## config.mk

```make
export PLATFORM = sky130hd
export DESIGN_NAME = lpip_ctrl
export DESIGN_NICKNAME = d
export VERILOG_FILES = /design/src/rtl/lasso_point_in_polygon_select_unit_macros.svh /design/src/rtl/lpip_pkg.sv /design/src/rtl/lpip_ctrl.sv
export SDC_FILE = /design/constraint.sdc
export NUM_CORES = 1
export LEC_CHECK = 0
export ABC_CLOCK_PERIOD_IN_PS = 1850
export BUFFER_PORTS_ARGS = -buffer_cell sky130_fd_sc_hd__buf_4
export CAP_MARGIN = 20
export CORE_MARGIN = 3
export CORE_UTILIZATION = 45
export CTS_BUF_LIST = sky130_fd_sc_hd__clkbuf_4
export CTS_CLUSTER_DIAMETER = 50
export DETAILED_ROUTE_END_ITERATION = 16
export GPL_TIMING_DRIVEN = 0
export PLACE_DENSITY = 0.72
export SLEW_MARGIN = 20
export SYNTH_ARGS = -nofsm -noshare
export SYNTH_HDL_FRONTEND = slang
export SYNTH_SLANG_ARGS = --single-unit
```

## constraint.sdc

```tcl
create_clock -name clk -period 1.85 [get_ports clk]
set_input_delay 0 -clock clk [delete_from_list [all_inputs] [get_ports clk]]
set_output_delay 0 -clock clk [all_outputs]
set_load 0.02 [all_outputs]
```

## src/rtl/lasso_point_in_polygon_select_unit_macros.svh

```systemverilog
// assertion macros for the lasso point-in-polygon select unit
// used by the top level only, no other dependencies
`ifndef LASSO_POINT_IN_POLYGON_SELECT_UNIT_MACROS_SVH
`define LASSO_POINT_IN_POLYGON_SELECT_UNIT_MACROS_SVH

// same-cycle implication, disabled during reset
`define LPIP_ASSERT_IMP(label, clk, rst, ante, cons) \
  label: assert property (@(posedge clk) disable iff (rst) (ante) |-> (cons)) \
    else $error("lpip assertion failed");

// next-cycle implication, disabled during reset
`define LPIP_ASSERT_NEXT(label, clk, rst, ante, cons) \
  label: assert property (@(posedge clk) disable iff (rst) (ante) |=> (cons)) \
    else $error("lpip assertion failed");

`endif

```

## src/rtl/lpip_pkg.sv

```systemverilog
// shared constants, operation codes and controller/datapath structs
// no dependencies
`default_nettype none

package lpip_pkg;

  localparam int MAX_VERTICES = 64;
  localparam int VCNT_W       = $clog2(MAX_VERTICES + 1);
  localparam int VADDR_W      = $clog2(MAX_VERTICES);
  localparam int OP_W         = 2;
  localparam int COORD_W      = 18;
  localparam int DIFF_W       = COORD_W + 1;
  localparam int PROD_W       = 2 * DIFF_W;
  localparam int IDX_W        = 20;
  localparam int COUNT_W      = 21;
  localparam logic [COUNT_W-1:0] COUNT_LIMIT = COUNT_W'(1048576);

  // operation codes of an input transaction
  typedef enum logic [OP_W-1:0] {
    OP_CLEAR  = 2'd0,
    OP_APPEND = 2'd1,
    OP_PASS   = 2'd2,
    OP_TEST   = 2'd3
  } op_t;

  // commands from controller to datapath
  typedef struct packed {
    logic               clear_lasso;
    logic               append;
    logic               clear_count;
    logic               start_test;
    logic               rd_en;
    logic               rd_first;
    logic [VADDR_W-1:0] rd_addr;
    logic               load_out;
  } lpip_cmd_t;

  // status from datapath to controller
  typedef struct packed {
    logic [VCNT_W-1:0] vertex_count;
    logic              pipe_busy;
  } lpip_sts_t;

endpackage

`default_nettype wire

```

## src/rtl/lpip_ctrl.sv

```systemverilog
// controller: transaction decode, edge walk sequencing and result handshake
// depends on lpip_pkg
`default_nettype none

module lpip_ctrl (
  input  logic                      clk,
  input  logic                      rst,
  input  logic                      in_valid,
  output logic                      in_ready,
  input  logic [lpip_pkg::OP_W-1:0] op,
  output logic                      out_valid,
  input  logic                      out_ready,
  output lpip_pkg::lpip_cmd_t       cmd,
  input  lpip_pkg::lpip_sts_t       sts
);

  typedef enum logic [3:0] {
    S_IDLE   = 4'b0001,
    S_WALK   = 4'b0010,
    S_DRAIN  = 4'b0100,
    S_FINISH = 4'b1000
  } state_t;

  state_t                      state, state_next;
  logic [lpip_pkg::VCNT_W-1:0] rd_idx, rd_idx_next;
  logic                        accept;
  logic                        walk_last;
  logic                        out_free;

  assign in_ready  = (state == S_IDLE);
  assign accept    = in_valid && in_ready;
  assign walk_last = (rd_idx == sts.vertex_count);
  assign out_free  = !out_valid || out_ready;

  // command decode and next state
  always_comb begin
    state_next      = state;
    rd_idx_next     = rd_idx;
    cmd             = '0;
    cmd.clear_lasso = accept && (op == lpip_pkg::OP_CLEAR);
    cmd.append      = accept && (op == lpip_pkg::OP_APPEND);
    cmd.clear_count = accept && (op == lpip_pkg::OP_PASS);
    cmd.start_test  = accept && (op == lpip_pkg::OP_TEST);
    unique case (state)
      S_IDLE: begin
        rd_idx_next = '0;
        if (cmd.start_test) begin
          state_next = (sts.vertex_count == '0) ? S_FINISH : S_WALK;
        end
      end
      // read vertices 0..n-1 then vertex 0 again to close the polygon
      S_WALK: begin
        cmd.rd_en    = 1'b1;
        cmd.rd_first = (rd_idx == '0);
        cmd.rd_addr  = walk_last ? '0 : rd_idx[lpip_pkg::VADDR_W-1:0];
        if (walk_last) begin
          state_next = S_DRAIN;
        end else begin
          rd_idx_next = rd_idx + lpip_pkg::VCNT_W'(1);
        end
      end
      S_DRAIN: begin
        if (!sts.pipe_busy) begin
          state_next = S_FINISH;
        end
      end
      S_FINISH: begin
        if (out_free) begin
          cmd.load_out = 1'b1;
          state_next   = S_IDLE;
        end
      end
      default: begin
        state_next = S_IDLE;
      end
    endcase
  end

  // state, walk counter and result valid
  always_ff @(posedge clk) begin
    if (rst) begin
      state     <= S_IDLE;
      rd_idx    <= '0;
      out_valid <= 1'b0;
    end else begin
      state  <= state_next;
      rd_idx <= rd_idx_next;
      if (cmd.load_out) begin
        out_valid <= 1'b1;
      end else if (out_ready) begin
        out_valid <= 1'b0;
      end
    end
  end

endmodule

`default_nettype wire

```

# Word level (Yosys, flattened, before mapping)
# Index checks and enable logic that the tools add are counted.
word_totals:
  in_bits: 14
  ff_bits: 12
  elab_cells: 45
  output_inout_bits: 15
classes:
  eq_ne: 13
  reduce_logical: 14
  addsub: 1
  n_mux: 14
ops:
  columns: ["cell", "count"]
  rows:
  - ["4-bit two-way mux", 5]
  - ["4-bit one-hot mux with 4 select lines", 1]
  - ["7-bit zero test", 2]
  - ["7-bit one-hot mux with 2 select lines", 1]
  - ["8-bit two-way mux", 1]
  - ["2-bit inequality test (second input constant)", 4]
  - ["7-bit by 1-bit adder with 7-bit output (second input constant)", 1]
  - ["7-bit equality test", 1]
  - ["7-bit two-way mux", 1]
  - ["6-bit two-way mux", 1]
  - ["1-bit logical AND", 5]
  - ["2-bit equality test (second input constant)", 2]
  - ["4-bit by 1-bit equality test with 1-bit output (second input constant)", 1]
  - ["4-bit by 2-bit equality test with 1-bit output (second input constant)", 1]
  - ["4-bit by 3-bit equality test with 1-bit output (second input constant)", 1]
  - ["4-bit equality test (second input constant)", 1]
  - ["1-bit two-way mux", 4]
  - ["4-bit AND reduction", 1]
  - ["2-bit nonzero test", 2]
  - ["2-bit by 1-bit equality test with 1-bit output (second input constant)", 1]
  - ["2-bit zero test", 1]
  - ["2-bit by 1-bit inequality test with 1-bit output (second input constant)", 1]
  - ["2-bit AND reduction", 1]
  - ["1-bit zero test", 1]
  - ["1-bit logical OR", 1]

# Depth between registers and ports, before layout
logic_depth:
  ltp_word: 5
  ltp_mapped: 6
  depth_no_buf: 4

# Least setup slack after synthesis
# OpenSTA, ideal clock, no wires.
synth_path:
  path_type: "register to register"
  start: "register state[3]"
  end: "register state[0]"
  setup_ns: 0.137
  arrival_time_ns: 1.435
  synth_period_minus_slack_ns: 1.572
  t_required_ns: 1.713
  slack_ns: 0.278
  path_stages_with_launch: 5
  cell_sequence: "dfxtp_1 > nor4b_1 > nand2_1 > nor2_1 > o41ai_1"
synth_lines:
  columns: ["element", "line_no", "text"]
  rows:
  - ["from (decl)", "lpip_ctrl.sv:24", "state_t state, state_next;"]
  - ["from (signal assigned)", "lpip_ctrl.sv:86", "state <= state_next;"]

==> out/metrics.csv <==
metric;value;unit
io pins;29;
total negative slack;0;ns
fin crit share;93.8;%
post-synth net total;120;
buffers inserted by post-CTS timing repair;0;
global placement routability congestion;0.858;
async set-or-reset flop fraction in the synthesized netlist;0;%
number of hold violations in the final report;0;
Clk pin slew, worst setup/hold paths;0.08;ns
remaining antenna violation count after routing;0;
number of maximum-capacitance constraint violations;0;
layout cell share with drive strength beyond 1;33.6;%
number of max-slew violations in the final report;0;
sequential-to-total area share from yosys stat;27.5;%
routed metal-1 wirelength;1.06;mm
Area contributors post-synth;sky130_fd_sc_hd__dfxtp_1 (27%), sky130_fd_sc_hd__xnor2_1 (7.0%), sky130_fd_sc_hd__mux2i_1 (5.7%);
clock sink total;12;
Worst Setup End Kind;output pin;
Top Metal Used;met4;
slowest cell on the critical path;sky130_fd_sc_hd__dfxtp_1;
count of input and output buffers;28;
routed wire length on met2;946;um
die height;50.1;um
Total Wirelength;2.15;mm
Avg Inst Size Synth;8.41;um2
die footprint;2510;um2
status;finished clean;
maximum operating frequency;576;MHz
critical path fanouts, max;8;
Most common cell on crit path;sky130_fd_sc_hd__buf_2;
via count normalized by instance count;5.33;
Core Rows;15;
# H-tree levels;1;
worst hold path class;in2reg;
clock insertion delay at the later pin of the skew report;0.26;ns
leakage;0.452;nW
power density over cell area;456;nW/um2
GRT Resource Usage Total;19.1;%
first-pass GRT wire length;3.75;mm
initial standard-cell utilization of the core;49.1;%
number of fillers in the final layout;173;
Area growth, synth to finish;33.8;%
yosys warns;0;
worst setup skew after layout;0.000959;ns
headroom to the max-slew limit;55.1;%
startpoint type of the worst setup path;flop;
final layout net count;154;
1st-pass router iterations;4;
worst stage delay on the critical path;0.30;ns
post-detailed-route DRC marker count;0;
number of synthesized flops with an enable pin;0;
summed instance area of the synthesized netlist;875;um2
number of cells produced by synthesis;104;
count of buffering cells on the critical path with inverters included;3;
most frequent cell after synthesis;sky130_fd_sc_hd__dfxtp_1;
chain of cells forming the critical path;buf_2 > xnor2_1 > and3_1 > buf_2 > a21boi_4 > and2_1 > buf_4;
area of the core;1780;um2
Clock Tree Buf Depth;2;
initial antenna violation count;0;
ant diodes;0;
die extent in x;50.1;um
cell class contributing the biggest share of worst-path delay;buffers and inverters;
ys flop type;sky130_fd_sc_hd__dfxtp_1;
sum of net half-perimeters after detailed placement;1.68;mm
critical path start-end classification;reg2out;
largest net degree at the start of global routing;11;
ranking of synthesized cells by instance count;sky130_fd_sc_hd__dfxtp_1 (12), sky130_fd_sc_hd__nand2_1 (11), sky130_fd_sc_hd__xnor2_1 (7);
required time at the endpoint of the critical path;1.85;ns
total vias in the final route;863;
wire length per cell after detailed routing;13.3;um
TritonCTS clock tree;done;
data arrival time of the critical path;1.74;ns
unrepaired setup endpoints after global routing;false;
maximum vdd ir drop;258;uV
actual transition at the worst max-transition pin;0.664;ns
final global-route overflow total;0;
number of endpoints failing setup at the final stage;0;
DRC violation total after the first TritonRoute iteration;13;
library cell used as clock root buffer;sky130_fd_sc_hd__clkbuf_4;
routed wl met3;132;um
area share of the largest cell type after synthesis;27.5;%
Distinct cells, synth;36;
minimum clock period;1.74;ns
post-layout utilization of the core;65.6;%
total clock buffers created by CTS;3;
vias in the first global route;861;
largest area contributor in the netlist;sky130_fd_sc_hd__dfxtp_1;
number of register bits inferred by synthesis;12;
-- power by group --
part           internal, mW  total, mW  leakage [nW]  switching, mW
Sequential            0.261      0.264        0.0984        0.00307
Clock                0.0779      0.164        0.0154         0.0859
Combinational        0.0510      0.106         0.338         0.0548
Total                 0.389      0.533         0.452          0.144
-- tightest hold or removal path, stage by stage --
cell and delay, ns:
sky130_fd_sc_hd__buf_4 0.09, sky130_fd_sc_hd__or3_1 0.09, sky130_fd_sc_hd__mux2i_1 0.06
-- area by class of cell --
type	count	area, um2	area share [%]
inverter	3	11.3	0.963
multi-input combinational	82	594	50.8
timing repair buffer	29	220	18.8
clock buffer	3	22.5	1.93
buffer	7	42.5	3.64
sequential	12	244	20.9
clock inverter	1	3.75	0.321
tap	25	31.3	2.67
-- kinds of logic (layout without fill, tap and decap cells) --
group                      after synthesis  in the layout  share of synthesized area (%)
AOI/OAI and AO/OA                       16             16                           14.9
adders and majority gates                2              2                           2.86
DFF                                     12             12                           27.5
and+or+nand+nor                         51             51                           34.6
muxes                                    6              6                           7.01
buffers and inverters                   10             43                           6.15
xor gates and xnor gates                 7              7                           7.01
-- routing by layer --
| layer | vias up | global-route usage (%) |
|---|---|---|
| met5 | - | 0 |
| met4 | 0 | 2.76 |
| met3 | 2 | 4.53 |
| met2 | 23 | 31.5 |
| met1 | 397 | 25.4 |
| li1 | 441 | - |
-- worst paths after layout --
path | start | endpoint | slack [ns] | cells past startpoint
setup / recovery | rd_idx[2] | cmd[6] | 0.11 | 7
hold / removal | rst | rd_idx[2] | 0.02 | 3
hold reg to reg | rd_idx[5] | rd_idx[5] | 0.51 | 2
setup reg to reg | state[3] | rd_idx[5] | 0.13 | 5
-- timing repair --
item	4_1_cts	5_1_grt
endpoints found under the setup margin	0	8
hold buffers	1	0
gates resized for setup	0	5
endpoints found under the hold margin	1	0
-- through the flow --
step	power (mW)	instances	setup WS [ns]	hold slack (ns)	instance area, um2
final	0.533	162	0.115	0.0200	1170
after global routing	0.560	162	0.00732	0.0389	1170
after CTS	0.536	162	0.0159	0.0144	1150
after detailed placement	0.372	157	0.162	0.278	1120
after global placement	0.370	157	0.177	0.273	1120
after floorplan	0.324	104	0.278	0.0817	875
-- state kept, by name, summed over array words and instances (netlist names) --
name,flops
rd_idx,7
out_valid,1
state,4
-- cells in the final DEF (no fill, tap or decap), types with 2 or more instances in the layout --
| master | count |
|---|---|
| sky130_fd_sc_hd__xnor2_1 | 7 |
| sky130_fd_sc_hd__ha_1 | 2 |
| sky130_fd_sc_hd__dfxtp_2 | 3 |
| sky130_fd_sc_hd__and3_1 | 2 |
| sky130_fd_sc_hd__mux2i_1 | 5 |
| sky130_fd_sc_hd__or3_1 | 5 |
| sky130_fd_sc_hd__inv_1 | 3 |
| sky130_fd_sc_hd__nor4_1 | 2 |
| sky130_fd_sc_hd__clkbuf_4 | 3 |
| sky130_fd_sc_hd__and2_1 | 4 |
| sky130_fd_sc_hd__nor3_1 | 3 |
| sky130_fd_sc_hd__o41ai_1 | 2 |
| sky130_fd_sc_hd__a21oi_1 | 6 |
| sky130_fd_sc_hd__buf_2 | 4 |
| sky130_fd_sc_hd__nand2_1 | 11 |
| sky130_fd_sc_hd__nand3_1 | 4 |
| sky130_fd_sc_hd__o21a_1 | 2 |
| sky130_fd_sc_hd__buf_4 | 29 |
| sky130_fd_sc_hd__nand4_1 | 4 |
| sky130_fd_sc_hd__nor3b_1 | 2 |
| sky130_fd_sc_hd__nor2_1 | 6 |
| sky130_fd_sc_hd__dfxtp_1 | 9 |
Note: power is estimated with default switching activity, not from simulation.
