==> src/rtl/lasso_point_in_polygon_select_unit_macros.svh <==
// assertion macros for the lasso point-in-polygon select unit
// used by the top level only, no other dependencies
`ifndef LASSO_POINT_IN_POLYGON_SELECT_UNIT_MACROS_SVH
`define LASSO_POINT_IN_POLYGON_SELECT_UNIT_MACROS_SVH

// same-cycle implication, disabled during reset
`define LPIP_ASSERT_IMP(label, clk, rst, ante, cons) \
  label: assert property (@(posedge clk) disable iff (rst) (ante) |-> (cons)) \
    else $error("lpip assertion failed");

// next-cycle implication, disabled during reset
`define LPIP_ASSERT_NEXT(label, clk, rst, ante, cons) \
  label: assert property (@(posedge clk) disable iff (rst) (ante) |=> (cons)) \
    else $error("lpip assertion failed");

`endif

==> src/rtl/lpip_pkg.sv <==
// shared constants, operation codes and controller/datapath structs
// no dependencies
`default_nettype none

package lpip_pkg;

  localparam int MAX_VERTICES = 64;
  localparam int VCNT_W       = $clog2(MAX_VERTICES + 1);
  localparam int VADDR_W      = $clog2(MAX_VERTICES);
  localparam int OP_W         = 2;
  localparam int COORD_W      = 18;
  localparam int DIFF_W       = COORD_W + 1;
  localparam int PROD_W       = 2 * DIFF_W;
  localparam int IDX_W        = 20;
  localparam int COUNT_W      = 21;
  localparam logic [COUNT_W-1:0] COUNT_LIMIT = COUNT_W'(1048576);

  // operation codes of an input transaction
  typedef enum logic [OP_W-1:0] {
    OP_CLEAR  = 2'd0,
    OP_APPEND = 2'd1,
    OP_PASS   = 2'd2,
    OP_TEST   = 2'd3
  } op_t;

  // commands from controller to datapath
  typedef struct packed {
    logic               clear_lasso;
    logic               append;
    logic               clear_count;
    logic               start_test;
    logic               rd_en;
    logic               rd_first;
    logic [VADDR_W-1:0] rd_addr;
    logic               load_out;
  } lpip_cmd_t;

  // status from datapath to controller
  typedef struct packed {
    logic [VCNT_W-1:0] vertex_count;
    logic              pipe_busy;
  } lpip_sts_t;

endpackage

`default_nettype wire

==> src/rtl/lpip_datapath.sv <==
// datapath: vertex memory, edge crossing pipeline, parity, counters, result register
// depends on lpip_pkg
`default_nettype none

module lpip_datapath (
  input  logic                                clk,
  input  logic                                rst,
  input  lpip_pkg::lpip_cmd_t                 cmd,
  output lpip_pkg::lpip_sts_t                 sts,
  input  logic signed [lpip_pkg::COORD_W-1:0] coord_x,
  input  logic signed [lpip_pkg::COORD_W-1:0] coord_y,
  input  logic [lpip_pkg::IDX_W-1:0]          point_index,
  output logic [lpip_pkg::IDX_W-1:0]          result_index,
  output logic                                inside_res,
  output logic                                active,
  output logic [lpip_pkg::COUNT_W-1:0]        active_count
);

  // vertex memory, one write and one registered read port
  logic signed [lpip_pkg::COORD_W-1:0] vx_mem [lpip_pkg::MAX_VERTICES];
  logic signed [lpip_pkg::COORD_W-1:0] vy_mem [lpip_pkg::MAX_VERTICES];

  logic [lpip_pkg::VCNT_W-1:0]         vertex_count;
  logic [lpip_pkg::COUNT_W-1:0]        active_total;
  logic [lpip_pkg::COUNT_W-1:0]        active_total_next;
  logic                                count_hit;
  logic                                append_ok;

  logic signed [lpip_pkg::COORD_W-1:0] px, py;
  logic [lpip_pkg::IDX_W-1:0]          pidx;

  logic                                rd_vld, rd_first;
  logic signed [lpip_pkg::COORD_W-1:0] rd_x, rd_y;
  logic signed [lpip_pkg::COORD_W-1:0] prev_x, prev_y;

  logic                                edge_vld;
  logic                                s2_vld, s2_cross;
  logic signed [lpip_pkg::DIFF_W-1:0]  s2_dy, s2_dpx, s2_dbx, s2_dpy;
  logic                                s3_vld, s3_dpos;
  logic signed [lpip_pkg::PROD_W-1:0]  s3_lhs, s3_rhs;
  logic                                s3_left;
  logic                                parity;

  assign append_ok = cmd.append &&
                     (vertex_count < lpip_pkg::VCNT_W'(lpip_pkg::MAX_VERTICES));

  // vertex store and read
  always_ff @(posedge clk) begin
    if (append_ok) begin
      vx_mem[vertex_count[lpip_pkg::VADDR_W-1:0]] <= coord_x;
      vy_mem[vertex_count[lpip_pkg::VADDR_W-1:0]] <= coord_y;
    end
    if (cmd.rd_en) begin
      rd_x <= vx_mem[cmd.rd_addr];
      rd_y <= vy_mem[cmd.rd_addr];
    end
  end

  // vertex count
  always_ff @(posedge clk) begin
    if (rst) begin
      vertex_count <= '0;
    end else if (cmd.clear_lasso) begin
      vertex_count <= '0;
    end else if (append_ok) begin
      vertex_count <= vertex_count + lpip_pkg::VCNT_W'(1);
    end
  end

  // test point capture
  always_ff @(posedge clk) begin
    if (cmd.start_test) begin
      px   <= coord_x;
      py   <= coord_y;
      pidx <= point_index;
    end
  end

  // pipeline valid flags
  always_ff @(posedge clk) begin
    if (rst) begin
      rd_vld <= 1'b0;
      s2_vld <= 1'b0;
      s3_vld <= 1'b0;
    end else begin
      rd_vld <= cmd.rd_en;
      s2_vld <= edge_vld;
      s3_vld <= s2_vld && s2_cross;
    end
  end

  assign edge_vld = rd_vld && !rd_first;

  // edge start vertex follows the read stream
  always_ff @(posedge clk) begin
    if (cmd.rd_en) begin
      rd_first <= cmd.rd_first;
    end
    if (rd_vld) begin
      prev_x <= rd_x;
      prev_y <= rd_y;
    end
  end

  // straddle check and differences, edge runs from prev to current vertex
  always_ff @(posedge clk) begin
    s2_cross <= (prev_y > py) != (rd_y > py);
    s2_dy    <= lpip_pkg::DIFF_W'(rd_y)   - lpip_pkg::DIFF_W'(prev_y);
    s2_dpx   <= lpip_pkg::DIFF_W'(px)     - lpip_pkg::DIFF_W'(prev_x);
    s2_dbx   <= lpip_pkg::DIFF_W'(rd_x)   - lpip_pkg::DIFF_W'(prev_x);
    s2_dpy   <= lpip_pkg::DIFF_W'(py)     - lpip_pkg::DIFF_W'(prev_y);
  end

  // cross products
  always_ff @(posedge clk) begin
    s3_dpos <= !s2_dy[lpip_pkg::DIFF_W-1];
    s3_lhs  <= lpip_pkg::PROD_W'(s2_dpx) * lpip_pkg::PROD_W'(s2_dy);
    s3_rhs  <= lpip_pkg::PROD_W'(s2_dbx) * lpip_pkg::PROD_W'(s2_dpy);
  end

  // sign-corrected compare replaces the division
  assign s3_left = s3_dpos ? (s3_lhs < s3_rhs) : (s3_lhs > s3_rhs);

  // even-odd parity
  always_ff @(posedge clk) begin
    if (cmd.start_test) begin
      parity <= 1'b0;
    end else if (s3_vld && s3_left) begin
      parity <= !parity;
    end
  end

  // saturating active count, not counted with an empty lasso
  assign count_hit = (vertex_count != '0) && parity && (active_total < lpip_pkg::COUNT_LIMIT);
  assign active_total_next = count_hit ? active_total + lpip_pkg::COUNT_W'(1) : active_total;

  always_ff @(posedge clk) begin
    if (rst) begin
      active_total <= '0;
    end else if (cmd.clear_count) begin
      active_total <= '0;
    end else if (cmd.load_out) begin
      active_total <= active_total_next;
    end
  end

  // result register
  always_ff @(posedge clk) begin
    if (cmd.load_out) begin
      result_index <= pidx;
      inside_res   <= parity;
      active       <= (vertex_count == '0) || parity;
      active_count <= active_total_next;
    end
  end

  assign sts.vertex_count = vertex_count;
  assign sts.pipe_busy    = rd_vld || s2_vld || s3_vld;

endmodule

`default_nettype wire

==> config.mk <==
export PLATFORM = sky130hd
export DESIGN_NAME = lpip_datapath
export DESIGN_NICKNAME = d
export VERILOG_FILES = /design/src/rtl/lasso_point_in_polygon_select_unit_macros.svh /design/src/rtl/lpip_pkg.sv /design/src/rtl/lpip_datapath.sv
export SDC_FILE = /design/constraint.sdc
export NUM_CORES = 2
export LEC_CHECK = 0
export ABC_AREA = 1
export CORE_AREA = 8 8 674 676
export CTS_BUF_LIST = sky130_fd_sc_hd__clkbuf_16
export CTS_CLUSTER_DIAMETER = 50
export DETAILED_ROUTE_END_ITERATION = 16
export DIE_AREA = 0 0 682 684
export DONT_BUFFER_PORTS = 1
export GPL_ROUTABILITY_DRIVEN = 1
export MAX_ROUTING_LAYER = met4
export SLEW_MARGIN = 0
export SYNTH_ARGS = -nofsm -noshare
export SYNTH_HDL_FRONTEND = slang
export SYNTH_SLANG_ARGS = --single-unit
==> constraint.sdc <==
create_clock -name clk -period 10.6 [get_ports clk]
set_clock_uncertainty 0.15 [all_clocks]
set_input_delay 3.18 -clock clk [delete_from_list [all_inputs] [get_ports clk]]
set_output_delay 3.18 -clock clk [all_outputs]
set_load 0.01 [all_outputs]
**Yosys cells after proc, flatten, opt, wreduce, memory -nomap -nowiden**

Memories as Yosys holds them, arrays and structs flattened. A register that Yosys moved wholly into a read port is not among the register bits.
Cells that the tools add are included.

- Reductions and logical operators: 16
- Equality and inequality tests: 1
- Bitwise logic cells: 0
- Div/mod/pow operators: 0
- Add/subtract/negate cells: 6
- Order comparisons: 6
- Multiplexer cells: 4
- Shift-type cells: 0
- Multipliers: 2

Operators with widths:

| operator | number |
|---|---|
| multiplier 19 x 19 -> 38 bit | 2 |
| subtractor 18 x 18 -> 19 bit | 4 |
| greater-than comparator 38 bit | 1 |
| < comparator 38 bit | 1 |
| greater-than comparator 18 bit | 2 |
| adder 21 x 1 -> 21 bit (second input constant) | 1 |
| < comparator 21 bit (second input constant) | 1 |
| 2-to-1 mux 21 bit | 1 |
| adder 7 x 1 -> 7 bit (second input constant) | 1 |
| logical NOT 7 bit | 1 |
| < comparator 7 bit (second input constant) | 1 |
| nonzero test 7 bit | 1 |
| logical AND 1 bit | 6 |
| OR reduction 2 bit | 2 |
| logical NOT 1 bit | 3 |
| logical OR 1 bit | 3 |
| 2-to-1 mux 1 bit | 3 |
| != test 1 bit | 1 |

- Memory bits (read-only): 0
- Word-level logic and storage cells: 61
- Output and inout bits: 51
- Memories: 2
- Register bits: 322
- RAM bits: 2304
- Bits in latches: 0

Memories:

| name | depth | width | read ports | clocked after Yosys merged registers in | write ports | RTL line | RTL |
|---|---|---|---|---|---|---|---|
| vx_mem | 64 | 18 | 1 | 1 | 1 | lpip_datapath.sv:20 | `logic signed [lpip_pkg::COORD_W-1:0] vx_mem [lpip_pkg::MAX_VERTICES];` |
| vy_mem | 64 | 18 | 1 | 1 | 1 | lpip_datapath.sv:21 | `logic signed [lpip_pkg::COORD_W-1:0] vy_mem [lpip_pkg::MAX_VERTICES];` |

**Longest topological paths before layout**

- Depth after elaboration: 4
- Mapped depth: 29

**Least setup slack after synthesis**

Ideal clock, no wire load.

- Kind: input to register
- Start: input cmd[11] in the netlist's numbering
- End: memory vx_mem[31][0] in the netlist's numbering, enable pin
- Cell stages on the path: 6
- Data required time: 9.976 ns
- Library setup time: 0.474 ns
- Slack: 3.561 ns
- Arrival: 6.415 ns
- Cell sequence: inv_1 > nor2_1 > clkinv_1 > nor2_1 > nand2_1 > nor3_1

- Longest elaborated chain between the ends: 3

RTL lines:

| element | RTL line | RTL |
|---|---|---|
| start: declaration | lpip_datapath.sv:8 | `input lpip_pkg::lpip_cmd_t cmd,` |
| logical AND 1 bit | lpip_datapath.sv:44 | `assign append_ok = cmd.append &&` |
| 2-to-1 mux 1 bit | lpip_datapath.sv:49 | `if (append_ok) begin` |
| 2-to-1 mux 1 bit (not written as such) | lpip_datapath.sv:50 | `vx_mem[vertex_count[lpip_pkg::VADDR_W-1:0]] <= coord_x;` |
| end: declaration | lpip_datapath.sv:20 |  |

No other way between the ends.

==> impl_metrics.ini <==
[yosys]
ys_warn_count = 0
synth_area_um2 = 132000
synth-seq-cells = 2662
syn_nets = 12700
ys_seq_area_share_pct = 58.9
yosysTopAreaCellShare_pct = 56.1
ys_types = 58
ys_async_sr_fraction_pct = 0
synthCells = 11500
synth_flop_cell = edfxtp_1
synthTopCellsByArea = edfxtp_1 (56%), fa_1 (11%), o21ai_0 (5.2%)
synth_area_leader_cell = edfxtp_1
syn_avg_cell_area_um2 = 11.5
synth_enable_flop_cells = 2476

[setup_path]
worst-setup-path-type = in -> reg
cp_num_buf_inv = 3
endpoint_kind = flop
cp_slowest_cell = inv_16
critical-path-max-stage-delay_ps = 1720
crit_required_ps = 11190
arrival_ps = 9320
path_cells = inv_16 > buf_4 > buf_4 > o21ai_0 > o22ai_1 > o21ai_0 > o22ai_1 > or2_1 > o211ai_1 > o21ai_1
crit_path_start_kind = primary input
path_delay_family = buffers and inverters
crit_path_max_fanout = 577

[global_route]
top_usage_layer = met2
met1_usage_pct = 21.6
grt_max_degree = 1154
track_usage_pct = 16.5
met3_usage_pct = 2.46
gr-usage-met2_pct = 26.3
grt_first_pass_wirelength_mm = 567
antenna_found_initial = 27
grt_pass1_vias = 84500
overflow = 0

[placed_design]
place_area_um2 = 139000
io_buffers = 0
hpwl_mm = 215
gp_congestion = 0.866

[cts]
htree_levels = 5
clock_latency_ps = 940
clock_path_buffers = 4
clkSinkCount = 2662
postCtsHoldBufs = 0
path_clk_slew_ps = 60
numCtsBuffers = 297
cts_tree = done
post_cts_buffers = 0
cts_resized = 0
cts-root-buf = clkbuf_16

[finish]
finalNetCount = 12500
drive_gt1_share_pct = 5.61
final_core_util_pct = 33.4
final_area_um2 = 148000
area_growth_syn_to_layout_pct = 11.8

[min_path]
hold_class = reg -> reg

[timing]
setup_violations = 0
fin_crit_sh_pct = 82.4
relSlewSlack_pct = -203
period_minus_slack_ps = 8730
slew_violations = 884
max_freq_mhz = 114
hold_violations = 0
tns_ps = 0
rsz0062_at_grt = false
hold_ws_ps = 244
worst_pin_slew_ps = 4550

[drt]
post_drt_via_cell_ratio = 5.03
antenna_left = 0
drt_first_iter_violations = 9836
firstDrtPassIters = 6
vias = 87800
route.detailed.drc = 0
wl_per_cell_um = 22.3
wl_mm = 388

[die]
core_area_um2 = 444000
die_y_um = 684
start_util_pct = 29.9
die_w_um = 682
io-pin-count = 122
die-area_um2 = 466000
core.rowCount = 245

[outcome]
status = finished with violations
violations = slew limit

[flow_run]
maxCapViolations = 0
[synth_stat cells, drive strengths merged, types with 15 or more instances]
cell type	n
edfxtp	2476
or2	17
clkbuf	418
nor2	1615
ha	358
nand2	1168
xnor2	59
nand4	19
nor3	42
inv	1371
o21ai	1514
nand3	117
xor2	103
a31oi	15
dfxtp	186
a21oi	218
a21o	20
o21bai	16
fa	742
o22ai	708
buf	238
[sequential cells by signal, summed over array words and instances, names as in the netlist, 7 cells and up]
register	flops
active_count	21
active_total	21
pidx	20
prev_x	18
prev_y	18
px	18
py	18
rd_x	18
rd_y	18
result_index	20
s2_dbx	19
s2_dpx	19
s2_dpy	19
s2_dy	19
s3_lhs	38
s3_rhs	38
vertex_count	7
vx_mem	1152
vy_mem	1152
[kinds of logic after synthesis]
logic type / count (synthesis) / share of synthesized area [%]
compound gates: 2550 / 10.5
buf+inv: 2032 / 6.12
simple gates: 2995 / 8.77
flops: 2662 / 58.9
xor+xnor: 162 / 1.07
fa+ha+maj: 1100 / 14.6
[cell type report]
class / count / area [um2]
Clock buffer: 305 / 7630
Tap cell: 5928 / 7420
Sequential cell: 2662 / 78100
Clock inverter: 221 / 1690
Fill cell: 43900 / 295000
Multi-Input combinational cell: 6807 / 46800
Timing Repair Buffer: 135 / 1260
Inverter: 1376 / 5210
Antenna cell: 13 / 32.5
[final timing paths]
check | start | to | slack (ps) | depth (start not counted)
worst min-delay path | pidx[0] | result_index[0] | 240 | 0
worst max register to register | s2_dpy[1] | s3_rhs[35] | 3370 | 18
worst min register to register | pidx[0] | result_index[0] | 240 | 0
worst max-delay path | cmd[2] | rd_y[8] | 1870 | 10
[metal layers]
layer | wire, um | up-vias | part of all wire (%)
met5 | 0 | - | 0
met4 | 13100 | 0 | 3.4
met3 | 34900 | 614 | 9.0
met2 | 182000 | 3928 | 47
met1 | 158000 | 44400 | 41
li1 | - | 38900 | -
[metrics by stage]
stage,setup slack [ps],std cells
after floorplan,3560,11500
after global routing,2780,17400
final,1870,17400
after detailed placement,3290,16900
after CTS,3430,17400
after global placement,2950,16900
[layout by cell type, fill, tap and decap left out, types with 9 or more instances in the layout]
master and count:
clkbuf_16 305, ha_1 358, nand4_1 18, o21bai_1 16, diode_2 13, inv_6 11, a21oi_1 218, inv_1 1428
dfxtp_1 185, edfxtp_1 2476, xnor2_1 59, clkinv_2 40, nor2_1 1552, o21ai_1 146, or2_2 12, xor2_1 103
a31oi_1 15, nand2_1 1167, clkinvlp_4 10, a21o_1 20, buf_12 13, nor3_1 35, nor2_4 60, o211ai_1 10
fa_1 742, clkinv_8 9, o22ai_1 707, buf_4 117, bufinv_16 16, o21a_1 9, nand3_1 115, clkinv_1 54
clkinv_4 13, o21ai_0 1368
Power is not shown: default switching activity piles up to over one toggle a cycle in this logic, so the estimate is an artifact.
